[src/sv/blit_rectangle_clipper_top_macros.svh]
// Assertion macros for the blit rectangle clipper
`ifndef BLIT_RECTANGLE_CLIPPER_TOP_MACROS_SVH
`define BLIT_RECTANGLE_CLIPPER_TOP_MACROS_SVH

`ifndef NO_ASSERTIONS

// a implies b in the same cycle
`define BRC_ASSERT_IMPL(label, clk, rst_n, a, b) \
    label: assert property (@(posedge clk) disable iff (!rst_n) (a) |-> (b)) \
        else $error("brc assertion failed");

// a implies b in the next cycle
`define BRC_ASSERT_NEXT(label, clk, rst_n, a, b) \
    label: assert property (@(posedge clk) disable iff (!rst_n) (a) |=> (b)) \
        else $error("brc assertion failed");

`else

`define BRC_ASSERT_IMPL(label, clk, rst_n, a, b)
`define BRC_ASSERT_NEXT(label, clk, rst_n, a, b)

`endif

`endif

[src/sv/brc_pkg.sv]
package brc_pkg;

    // internal coordinate; 18 bits signed holds every intermediate value
    typedef logic signed [17:0] coord_t;

    typedef struct packed {
        coord_t x1;
        coord_t x2;
        coord_t y1;
        coord_t y2;
        coord_t sx;
        coord_t sy;
        coord_t w;
        coord_t h;
        logic   ok;
        logic   again;
    } clip_state_t;

    typedef struct packed {
        coord_t cl;
        coord_t ct;
        coord_t cr;
        coord_t cb;
    } window_t;

    typedef struct packed {
        clip_state_t st;
        window_t     win;
        coord_t      bw;
        coord_t      bh;
    } stage_t;

    // configuration register indexes
    localparam logic [2:0] CFG_WIN_LEFT       = 3'd0;
    localparam logic [2:0] CFG_WIN_TOP        = 3'd1;
    localparam logic [2:0] CFG_WIN_RIGHT      = 3'd2;
    localparam logic [2:0] CFG_WIN_BOTTOM     = 3'd3;
    localparam logic [2:0] CFG_ALT_WIN_LEFT   = 3'd4;
    localparam logic [2:0] CFG_ALT_WIN_TOP    = 3'd5;
    localparam logic [2:0] CFG_ALT_WIN_RIGHT  = 3'd6;
    localparam logic [2:0] CFG_ALT_WIN_BOTTOM = 3'd7;

    // window reset values
    localparam logic [11:0] WIN_LEFT_RST   = 12'd0;
    localparam logic [11:0] WIN_TOP_RST    = 12'd0;
    localparam logic [11:0] WIN_RIGHT_RST  = 12'd1023;
    localparam logic [11:0] WIN_BOTTOM_RST = 12'd767;

endpackage

[src/sv/brc_clip_pass.sv]
// One clipping pass: reject, trim to window, fix negative source offset,
// clamp to bitmap. Passes the state through when no pass is due.
module brc_clip_pass
    import brc_pkg::*;
(
    input  clip_state_t st_in,
    input  window_t     win,
    input  coord_t      bw,
    input  coord_t      bh,
    output clip_state_t st_out
);

    clip_state_t s;

    always_comb
    begin
        s = st_in;
        if (st_in.again && st_in.ok)
        begin
            s.again = 1'b0;
            if (s.x1 > win.cr || s.x2 < win.cl || s.y1 > win.cb || s.y2 < win.ct)
            begin
                s.ok = 1'b0;
            end
            else
            begin
                if (s.x1 < win.cl)
                begin
                    s.sx = s.sx + win.cl - s.x1;
                    s.x1 = win.cl;
                end
                if (s.y1 < win.ct)
                begin
                    s.sy = s.sy + win.ct - s.y1;
                    s.y1 = win.ct;
                end
                if (s.x2 > win.cr)
                begin
                    s.x2 = win.cr;
                end
                if (s.y2 > win.cb)
                begin
                    s.y2 = win.cb;
                end
                // negative source offset pushes the destination right/down
                if (s.sx < 0)
                begin
                    s.x1    = s.x1 - s.sx;
                    s.sx    = '0;
                    s.again = 1'b1;
                end
                if (s.sy < 0)
                begin
                    s.y1    = s.y1 - s.sy;
                    s.sy    = '0;
                    s.again = 1'b1;
                end
                s.w = s.x2 - s.x1 + 18'sd1;
                s.h = s.y2 - s.y1 + 18'sd1;
                if (s.sx + s.w > bw)
                begin
                    s.w  = bw - s.sx;
                    s.x2 = s.x1 + s.w - 18'sd1;
                end
                if (s.sy + s.h > bh)
                begin
                    s.h  = bh - s.sy;
                    s.y2 = s.y1 + s.h - 18'sd1;
                end
                if (s.w < 18'sd1 || s.h < 18'sd1)
                begin
                    s.ok = 1'b0;
                end
            end
        end
        st_out = s;
    end

endmodule

[src/sv/blit_rectangle_clipper_top.sv]
// Blit rectangle clipper.
// Input channel: in_valid / in_stall with one blit request per item. The
// request is taken on a clock edge with in_valid high and in_stall low.
// Output channel: out_valid / out_stall with one result item per request:
// visible plus the clipped rectangle and source offset, all zero when the
// request is clipped away.
// Configuration: cfg_valid / cfg_ready write port, cfg_index selects one of
// the eight window edge registers. cfg_ready is always high; write only
// while no request is in flight.
// Timing: three register ranks (input, after the first clip pass, result);
// a request moves through them in that order. One request per cycle is
// sustained while out_stall is low; the depth is set by the two clip passes,
// each a chain of a few 18-bit adds and compares.
// The pipeline stalls rank by rank: a stalled result holds its register and
// earlier ranks keep filling, so in_stall rises only once all three ranks
// hold items.
// Reset empties the pipeline and loads the window registers with a
// 1024 x 768 window at the origin for both windows.
`include "blit_rectangle_clipper_top_macros.svh"

module blit_rectangle_clipper_top
    import brc_pkg::*;
#(
    parameter int SCREEN_DIM = 4096,
    parameter int BITMAP_DIM = 4096
)
(
    input  logic               clk,
    input  logic               rst_n,

    input  logic               cfg_valid,
    output logic               cfg_ready,
    input  logic [2:0]         cfg_index,
    input  logic [11:0]        cfg_data,

    input  logic               in_valid,
    output logic               in_stall,
    input  logic signed [15:0] dest_x,
    input  logic signed [15:0] dest_y,
    input  logic [12:0]        req_width,
    input  logic [12:0]        req_height,
    input  logic signed [13:0] src_x,
    input  logic signed [13:0] src_y,
    input  logic [12:0]        bitmap_width,
    input  logic [12:0]        bitmap_height,
    input  logic               use_alt_window,

    output logic               out_valid,
    input  logic               out_stall,
    output logic               visible,
    output logic [11:0]        out_x,
    output logic [11:0]        out_y,
    output logic [12:0]        out_width,
    output logic [12:0]        out_height,
    output logic [11:0]        out_src_x,
    output logic [11:0]        out_src_y
);

    localparam coord_t EDGE_MAX = coord_t'(SCREEN_DIM - 1);
    localparam coord_t BMP_MAX  = coord_t'(BITMAP_DIM);

    logic [11:0] win_left_reg, win_top_reg, win_right_reg, win_bottom_reg;
    logic [11:0] alt_left_reg, alt_top_reg, alt_right_reg, alt_bottom_reg;

    stage_t      in_reg, in_next;
    stage_t      mid_reg, mid_next;
    logic        in_valid_reg, mid_valid_reg, out_valid_reg;
    clip_state_t pass1_st, pass2_st;

    logic        visible_reg, visible_next;
    logic [11:0] x_reg, x_next, y_reg, y_next, sx_reg, sx_next, sy_reg, sy_next;
    logic [12:0] w_reg, w_next, h_reg, h_next;

    logic        out_free, mid_free, in_free;
    logic [11:0] sel_l, sel_t, sel_r, sel_b;

    function automatic coord_t clamp_edge(input logic [11:0] e);
        coord_t v;
        v = {6'b0, e};
        if (v > EDGE_MAX)
        begin
            v = EDGE_MAX;
        end
        return v;
    endfunction

    function automatic coord_t clamp_bmp(input logic [12:0] b);
        coord_t v;
        v = {5'b0, b};
        if (v > BMP_MAX)
        begin
            v = BMP_MAX;
        end
        return v;
    endfunction

    // configuration registers
    assign cfg_ready = 1'b1;

    always_ff @(posedge clk or negedge rst_n)
    begin
        if (!rst_n)
        begin
            win_left_reg   <= WIN_LEFT_RST;
            win_top_reg    <= WIN_TOP_RST;
            win_right_reg  <= WIN_RIGHT_RST;
            win_bottom_reg <= WIN_BOTTOM_RST;
            alt_left_reg   <= WIN_LEFT_RST;
            alt_top_reg    <= WIN_TOP_RST;
            alt_right_reg  <= WIN_RIGHT_RST;
            alt_bottom_reg <= WIN_BOTTOM_RST;
        end
        else if (cfg_valid && cfg_ready)
        begin
            case (cfg_index)
                CFG_WIN_LEFT:       win_left_reg   <= cfg_data;
                CFG_WIN_TOP:        win_top_reg    <= cfg_data;
                CFG_WIN_RIGHT:      win_right_reg  <= cfg_data;
                CFG_WIN_BOTTOM:     win_bottom_reg <= cfg_data;
                CFG_ALT_WIN_LEFT:   alt_left_reg   <= cfg_data;
                CFG_ALT_WIN_TOP:    alt_top_reg    <= cfg_data;
                CFG_ALT_WIN_RIGHT:  alt_right_reg  <= cfg_data;
                CFG_ALT_WIN_BOTTOM: alt_bottom_reg <= cfg_data;
                default: ;
            endcase
        end
    end

    // pipeline flow: each rank moves when the next one is empty or moving
    assign out_free = !out_valid_reg || !out_stall;
    assign mid_free = !mid_valid_reg || out_free;
    assign in_free  = !in_valid_reg || mid_free;
    assign in_stall = !in_free;

    // input rank: window select, clamps and the initial far edges
    assign sel_l = use_alt_window ? alt_left_reg   : win_left_reg;
    assign sel_t = use_alt_window ? alt_top_reg    : win_top_reg;
    assign sel_r = use_alt_window ? alt_right_reg  : win_right_reg;
    assign sel_b = use_alt_window ? alt_bottom_reg : win_bottom_reg;

    always_comb
    begin
        in_next.win.cl   = clamp_edge(sel_l);
        in_next.win.ct   = clamp_edge(sel_t);
        in_next.win.cr   = clamp_edge(sel_r);
        in_next.win.cb   = clamp_edge(sel_b);
        in_next.bw       = clamp_bmp(bitmap_width);
        in_next.bh       = clamp_bmp(bitmap_height);
        in_next.st.x1    = {{2{dest_x[15]}}, dest_x};
        in_next.st.y1    = {{2{dest_y[15]}}, dest_y};
        in_next.st.w     = {5'b0, req_width};
        in_next.st.h     = {5'b0, req_height};
        in_next.st.x2    = in_next.st.x1 + in_next.st.w - 18'sd1;
        in_next.st.y2    = in_next.st.y1 + in_next.st.h - 18'sd1;
        in_next.st.sx    = {{4{src_x[13]}}, src_x};
        in_next.st.sy    = {{4{src_y[13]}}, src_y};
        in_next.st.ok    = 1'b1;
        in_next.st.again = 1'b1;
    end

    brc_clip_pass u_pass1 (
        .st_in  (in_reg.st),
        .win    (in_reg.win),
        .bw     (in_reg.bw),
        .bh     (in_reg.bh),
        .st_out (pass1_st)
    );

    always_comb
    begin
        mid_next    = in_reg;
        mid_next.st = pass1_st;
    end

    // second pass only runs when the first one moved the destination
    brc_clip_pass u_pass2 (
        .st_in  (mid_reg.st),
        .win    (mid_reg.win),
        .bw     (mid_reg.bw),
        .bh     (mid_reg.bh),
        .st_out (pass2_st)
    );

    always_comb
    begin
        visible_next = pass2_st.ok;
        x_next  = pass2_st.ok ? pass2_st.x1[11:0] : 12'd0;
        y_next  = pass2_st.ok ? pass2_st.y1[11:0] : 12'd0;
        w_next  = pass2_st.ok ? pass2_st.w[12:0]  : 13'd0;
        h_next  = pass2_st.ok ? pass2_st.h[12:0]  : 13'd0;
        sx_next = pass2_st.ok ? pass2_st.sx[11:0] : 12'd0;
        sy_next = pass2_st.ok ? pass2_st.sy[11:0] : 12'd0;
    end

    always_ff @(posedge clk or negedge rst_n)
    begin
        if (!rst_n)
        begin
            in_valid_reg  <= 1'b0;
            mid_valid_reg <= 1'b0;
            out_valid_reg <= 1'b0;
        end
        else
        begin
            if (in_free)
            begin
                in_valid_reg <= in_valid;
            end
            if (mid_free)
            begin
                mid_valid_reg <= in_valid_reg;
            end
            if (out_free)
            begin
                out_valid_reg <= mid_valid_reg;
            end
        end
    end

    always_ff @(posedge clk)
    begin
        if (in_free && in_valid)
        begin
            in_reg <= in_next;
        end
        if (mid_free && in_valid_reg)
        begin
            mid_reg <= mid_next;
        end
        if (out_free && mid_valid_reg)
        begin
            visible_reg <= visible_next;
            x_reg       <= x_next;
            y_reg       <= y_next;
            w_reg       <= w_next;
            h_reg       <= h_next;
            sx_reg      <= sx_next;
            sy_reg      <= sy_next;
        end
    end

    assign out_valid  = out_valid_reg;
    assign visible    = visible_reg;
    assign out_x      = x_reg;
    assign out_y      = y_reg;
    assign out_width  = w_reg;
    assign out_height = h_reg;
    assign out_src_x  = sx_reg;
    assign out_src_y  = sy_reg;

    `BRC_ASSERT_IMPL(a_hidden_zero, clk, rst_n, out_valid_reg && !visible_reg,
        x_reg == 12'd0 && y_reg == 12'd0 && w_reg == 13'd0 && h_reg == 13'd0 &&
        sx_reg == 12'd0 && sy_reg == 12'd0)
    `BRC_ASSERT_IMPL(a_visible_size, clk, rst_n, out_valid_reg && visible_reg,
        w_reg != 13'd0 && h_reg != 13'd0)
    `BRC_ASSERT_IMPL(a_pass1_inside, clk, rst_n, mid_valid_reg && mid_reg.st.ok,
        mid_reg.st.x1 >= mid_reg.win.cl && mid_reg.st.y1 >= mid_reg.win.ct &&
        mid_reg.st.sx >= 0 && mid_reg.st.sy >= 0)
    `BRC_ASSERT_NEXT(a_in_held, clk, rst_n, in_valid_reg && !mid_free,
        in_valid_reg)

endmodule
[config.mk]
export PLATFORM = sky130hd
export DESIGN_NAME = blit_rectangle_clipper_top
export DESIGN_NICKNAME = d
export VERILOG_FILES = /design/src/sv/brc_pkg.sv /design/src/sv/brc_clip_pass.sv /design/src/sv/blit_rectangle_clipper_top.sv
export VERILOG_INCLUDE_DIRS = /design/src /design/src/sv
export SDC_FILE = /design/constraint.sdc
export NUM_CORES = 2
export LEC_CHECK = 0
export ABC_CLOCK_PERIOD_IN_PS = 14900
export BUFFER_PORTS_ARGS = -buffer_cell sky130_fd_sc_hd__buf_2
export CORE_UTILIZATION = 45
export DETAILED_ROUTE_END_ITERATION = 10
export GPL_TIMING_DRIVEN = 0
export PLACE_DENSITY = 0.66
export REMOVE_ABC_BUFFERS = 1
export SYNTH_ARGS = -nofsm -noshare
export SYNTH_HDL_FRONTEND = slang
export SYNTH_HIERARCHICAL = 1
export SYNTH_SLANG_ARGS = --single-unit
[constraint.sdc]
create_clock -name clk -period 14.9 [get_ports clk]
set_clock_uncertainty 0.1 [all_clocks]
set_input_delay 2.98 -clock clk [delete_from_list [all_inputs] [get_ports clk]]
set_output_delay 2.98 -clock clk [all_outputs]
set_load 0.02 [all_outputs]
Word-level counts from Yosys, hierarchy flattened. Cells that the tools add are included.

Add/subtract/negate cells: 40. Multiply operators: 0. Divide/modulo/power cells: 0. Order comparisons: 30. Equality and inequality tests: 7. Shift-type cells: 0. Muxes and demuxes: 79. Bitwise logic cells: 0. Reductions and logical operators: 29.

Operators with widths (number): $mux W18 (64); $sub A18 B18 Y18 (14); $add A18 B18 Y18 (8); $mux W144 (1); $mux W140 (1); $mux W138 (1); $gt A18 B13 Y1 (6); $lt A18 B13 Y1 (6); $add A18 B2 Y18 const B (4); $gt A18 B18 Y1 (4); $lt A18 B1 Y1 const B (4); $lt A18 B2 Y1 const B (4); $sub A18 B2 Y18 const B (4); $mux W12 (4); $add A18 B13 Y18 (2); $sub A17 B2 Y18 const B (2); $add A16 B14 Y17 (2); $sub A15 B16 Y17 (2); $gt A16 B13 Y1 (2); $lt A16 B13 Y1 (2); $add A14 B13 Y15 (2); $gt A13 B13 Y1 const B (2); $reduce_and A2 Y1 (8); $eq A3 B3 Y1 const B (4); 7 further kinds (32).

Register bits: 610. Bits in latches: 0. Memory bits (writable): 0. Bits in read-only memories: 0. Output and inout port bits: 78. Word-level logic and storage cells: 237. Memories kept: 0.

Logic depth before layout (Yosys ltp).
Depth after elaboration: 22. Gate-level depth with buffers: 57.

Cells and area by module. The synthesis kept the hierarchy.

Modules (own cells, without submodules): blit_rectangle_clipper_top (times used 1, cells an instance 1182, area each 21780.9 um^2); brc_clip_pass at u_pass2 (times used 1, cells an instance 2865, area each 19733.9 um^2); brc_clip_pass at u_pass1 (times used 1, cells an instance 2898, area each 19671.4 um^2).

Least setup slack after synthesis. OpenSTA, ideal clock, no wires.

Kind: register to register. Start: register in_reg[215] (netlist name). End: register mid_reg[109] (netlist name) (data pin). Arrival time: 10043 ps. Slack: 4502 ps. Cell stages (with the launch flop): 49. Path buffers: 3. Cells stage by stage: edfxtp_1 ha_1 and4_1 a31oi_1 a211o_1 a41oi_2 clkbuf_1 clkbuf_1 nor2_1 a21oi_1 inv_1 ha_1 a21o_1 a31oi_1 a31oi_1 a311oi_1 nand4b_1 o211ai_1 [13 not listed] ha_1 and3_1 and3_1 nor3_1 xnor2_1 ha_1 a21o_1 a221o_1 a31o_2 o21a_1 clkbuf_1 or3_1 o31ai_1 and4_1 o2111a_1 and4_1 a32oi_1 a31o_1.

Word-level cells in the longest chain between the ends: 15. Elaborated cells on any way between the ends: 25. Those cells by class: 6 x add/sub; 5 x order compare; 11 x mux; 3 x reduce/logical.

Ends and longest elaborated chain: $sub A15 B16 Y17 / $lt A16 B13 Y1 (equally long branches) (RTL line brc_clip_pass.sv:34, brc_clip_pass.sv:32); $mux W18 (RTL line brc_clip_pass.sv:32) `if (s.y1 < win.ct)`; $mux W18 (RTL line brc_clip_pass.sv:21) `if (s.x1 > win.cr || s.x2 < win.cl || s.y1 > win.cb || s.y2 < win.ct)`; $sub A18 B18 Y18 / $lt A18 B1 Y1 (equally long branches) (RTL line brc_clip_pass.sv:54, brc_clip_pass.sv:52); $mux W18 (RTL line brc_clip_pass.sv:52) `if (s.sy < 0)`; $mux W18 (RTL line brc_clip_pass.sv:21); $sub A18 B18 Y18 (RTL line brc_clip_pass.sv:59) `s.h = s.y2 - s.y1 + 18'sd1;`; $add A18 B2 Y18 (RTL line brc_clip_pass.sv:59); $add A18 B18 Y18 (RTL line brc_clip_pass.sv:65) `if (s.sy + s.h > bh)`; $gt A18 B18 Y1 (RTL line brc_clip_pass.sv:65); $mux W18 (RTL line brc_clip_pass.sv:65); $mux W18 (RTL line brc_clip_pass.sv:21); $lt A18 B2 Y1 (RTL line brc_clip_pass.sv:70) `if (s.w < 18'sd1 || s.h < 18'sd1)`; $logic_or A1 B1 Y1 (RTL line brc_clip_pass.sv:70); $mux W1 (RTL line brc_clip_pass.sv:70); to (signal assigned) (RTL line blit_rectangle_clipper_top.sv:228) `mid_reg <= mid_next;`; to (decl) (RTL line blit_rectangle_clipper_top.sv:66) `stage_t mid_reg, mid_next;`.

Several ways; a longest one is shown, not always the timed one. The select of a mux whose other input is x is not followed. A chain may end at the register's enable or synchronous reset.

Final worst setup path.
Start: register in_reg[215] (netlist name). End: register mid_reg[109] (netlist name) (data pin).

Word-level cells in the longest chain between the ends: 15. Elaborated cells on any way between the ends: 25. Those cells by class: 6 x add/sub; 5 x order compare; 11 x mux; 3 x reduce/logical.

Ends and longest elaborated chain (RTL line): $sub A15 B16 Y17 / $lt A16 B13 Y1 (equally long branches) (brc_clip_pass.sv:34, brc_clip_pass.sv:32); $mux W18 (brc_clip_pass.sv:32); $mux W18 (brc_clip_pass.sv:21); $sub A18 B18 Y18 / $lt A18 B1 Y1 (equally long branches) (brc_clip_pass.sv:54, brc_clip_pass.sv:52); $mux W18 (brc_clip_pass.sv:52); $mux W18 (brc_clip_pass.sv:21); $sub A18 B18 Y18 (brc_clip_pass.sv:59); $add A18 B2 Y18 (brc_clip_pass.sv:59); $add A18 B18 Y18 (brc_clip_pass.sv:65); $gt A18 B18 Y1 (brc_clip_pass.sv:65); $mux W18 (brc_clip_pass.sv:65); $mux W18 (brc_clip_pass.sv:21); $lt A18 B2 Y1 (brc_clip_pass.sv:70); $logic_or A1 B1 Y1 (brc_clip_pass.sv:70); $mux W1 (brc_clip_pass.sv:70).

Several ways; a longest one is shown, not always the timed one. The select of a mux whose other input is x is not followed.

==> results.ini <==
[outcome]
status = finished, final reports clean

[sta]
finalSetupViolations = 0
slew_headroom = 0.0687
hold_viol = 0
worst_pin_slew_ns = 1.40
period_share = 0.915
fin_crit_ns = 13.63
rsz0062_at_grt = false
slew_violations = 0
fmax_mhz = 73.4

[cts]
post_cts_buffers = 0
insertion_delay_ns = 0.66
cts_root_buf = clkbuf_16
cts_tree = built
clk_pin_slew_ns = 0.06
cts_resized = 0
cts_buffer_depth = 3
h-tree-depth = 3
postCtsHoldBufs = 0
cts_sinks = 580
cts_buffers = 70

[floorplan]
dieArea_um2 = 130000
dieHeight_um = 360
initial_utilization = 0.453
die_w_um = 360
fp.coreArea_um2 = 128000
fp-row-count = 131
ios = 211

[layout]
drive_above_1_share = 0.107
layout.nets = 7768
layout.cells.non_filler = 8426
syn_to_final_growth_pct = 10.7
most-common-layout-cells = ha_1, inv_1, nand2_1, edfxtp_1, nor2_1
layout_commonest_cell = ha_1
largest_register_ffs = 210

[place]
port-buffer-count = 209
place_congestion = 0.954
dpl.cell_count = 8297
dpl.hpwl_mm = 147

[global_route]
grt_pass1_vias = 45925
grtUsageMet2 = 0.418
antenna_found_initial = 8
grt.met3_usage = 0.0248
overflow = 0
grt-busiest-layer = met2
grtUsageMet1 = 0.378
grt.total_usage = 0.265
grt_max_degree = 64
grt_pass1_wl_mm = 264

[yosys]
syn_area_per_cell_um2 = 8.98
netlist_instances = 6437
synth-warning-count = 6
synth_area_um2 = 57800

[setup_path]
cp-start-kind = register
max_stage_delay_ns = 0.98
critPathRequiredTime_ns = 15.21
crit_fanout = 37
crit_type = register to register
critPathCaptureType = register
crit_arrival_ns = 13.94
slowest_stage = a41o_1

[route]
drcViolationCount = 0
ant_nets = 0
vias_per_cell = 5.71
drt-initial-drc-count = 3992
via_count = 48111
wire_per_inst_um = 21.0
drt_pre_antenna_iters = 6
finalWirelength_mm = 177

[hold_path]
hp-class = register to register

[job]
drv_cap = 0

## worst paths after layout
check	startpoint	endpoint	slack, ns	cells after the start
worst max-delay path	in_reg[215]$_DFFE_PP_	mid_reg[109]$_DFFE_PP_	1.27	40
worst min-delay path	in_reg[96]$_DFFE_PP_	mid_reg[96]$_DFFE_PP_	0.36	0
worst max register to register	in_reg[215]$_DFFE_PP_	mid_reg[109]$_DFFE_PP_	1.27	40
worst min register to register	in_reg[96]$_DFFE_PP_	mid_reg[96]$_DFFE_PP_	0.36	0
max in group asynchronous	rst_n	win_bottom_reg[7]$_DFFE_PN1P_	11.69	2
min in group asynchronous	rst_n	win_left_reg[9]$_DFFE_PN0P_	2.21	1
## critical path, delay by kind of cell (launching register included)
kind            cells  cell delay [ns]
fa+ha+maj           6             2.35
simple gates        7             1.88
mux                 2             0.68
xor+xnor            4             0.79
compound gates     21             6.69
flops               1             0.85
## routing by layer
metal / up-vias / part of all wire
met5: - / 0.000074
met4: 2 / 0.033
met3: 229 / 0.059
met2: 1490 / 0.44
met1: 23115 / 0.47
li1: 23275 / -
## per-stage QoR
stage	setup TNS, ns	util	setup WS (ns)	cell area [um^2]	hold slack [ns]
4_1_cts	0	0.502	0.609	64000	0.352
5_1_grt	0	0.502	0.549	64000	0.368
3_5_place_dp	0	0.483	0.653	61600	0.338
2_1_floorplan	0	-	2.27	57500	0.326
3_3_place_gp	-588.61	0.476	-5.73	60700	0.337
6_report	0	0.502	1.27	64000	0.356
## final cells by class
class / count / area, um^2
inverter: 818 / 3070
clock inverter: 36 / 319
multi-input combinational: 4981 / 37700
tap: 1662 / 2080
antenna: 1 / 2.50
clock buffer: 92 / 2020
timing repair buffer: 256 / 1870
sequential: 580 / 17000
fill: 11981 / 63500
Power is not shown: default switching activity piles up to over one toggle a cycle in this logic, so the estimate is an artifact.
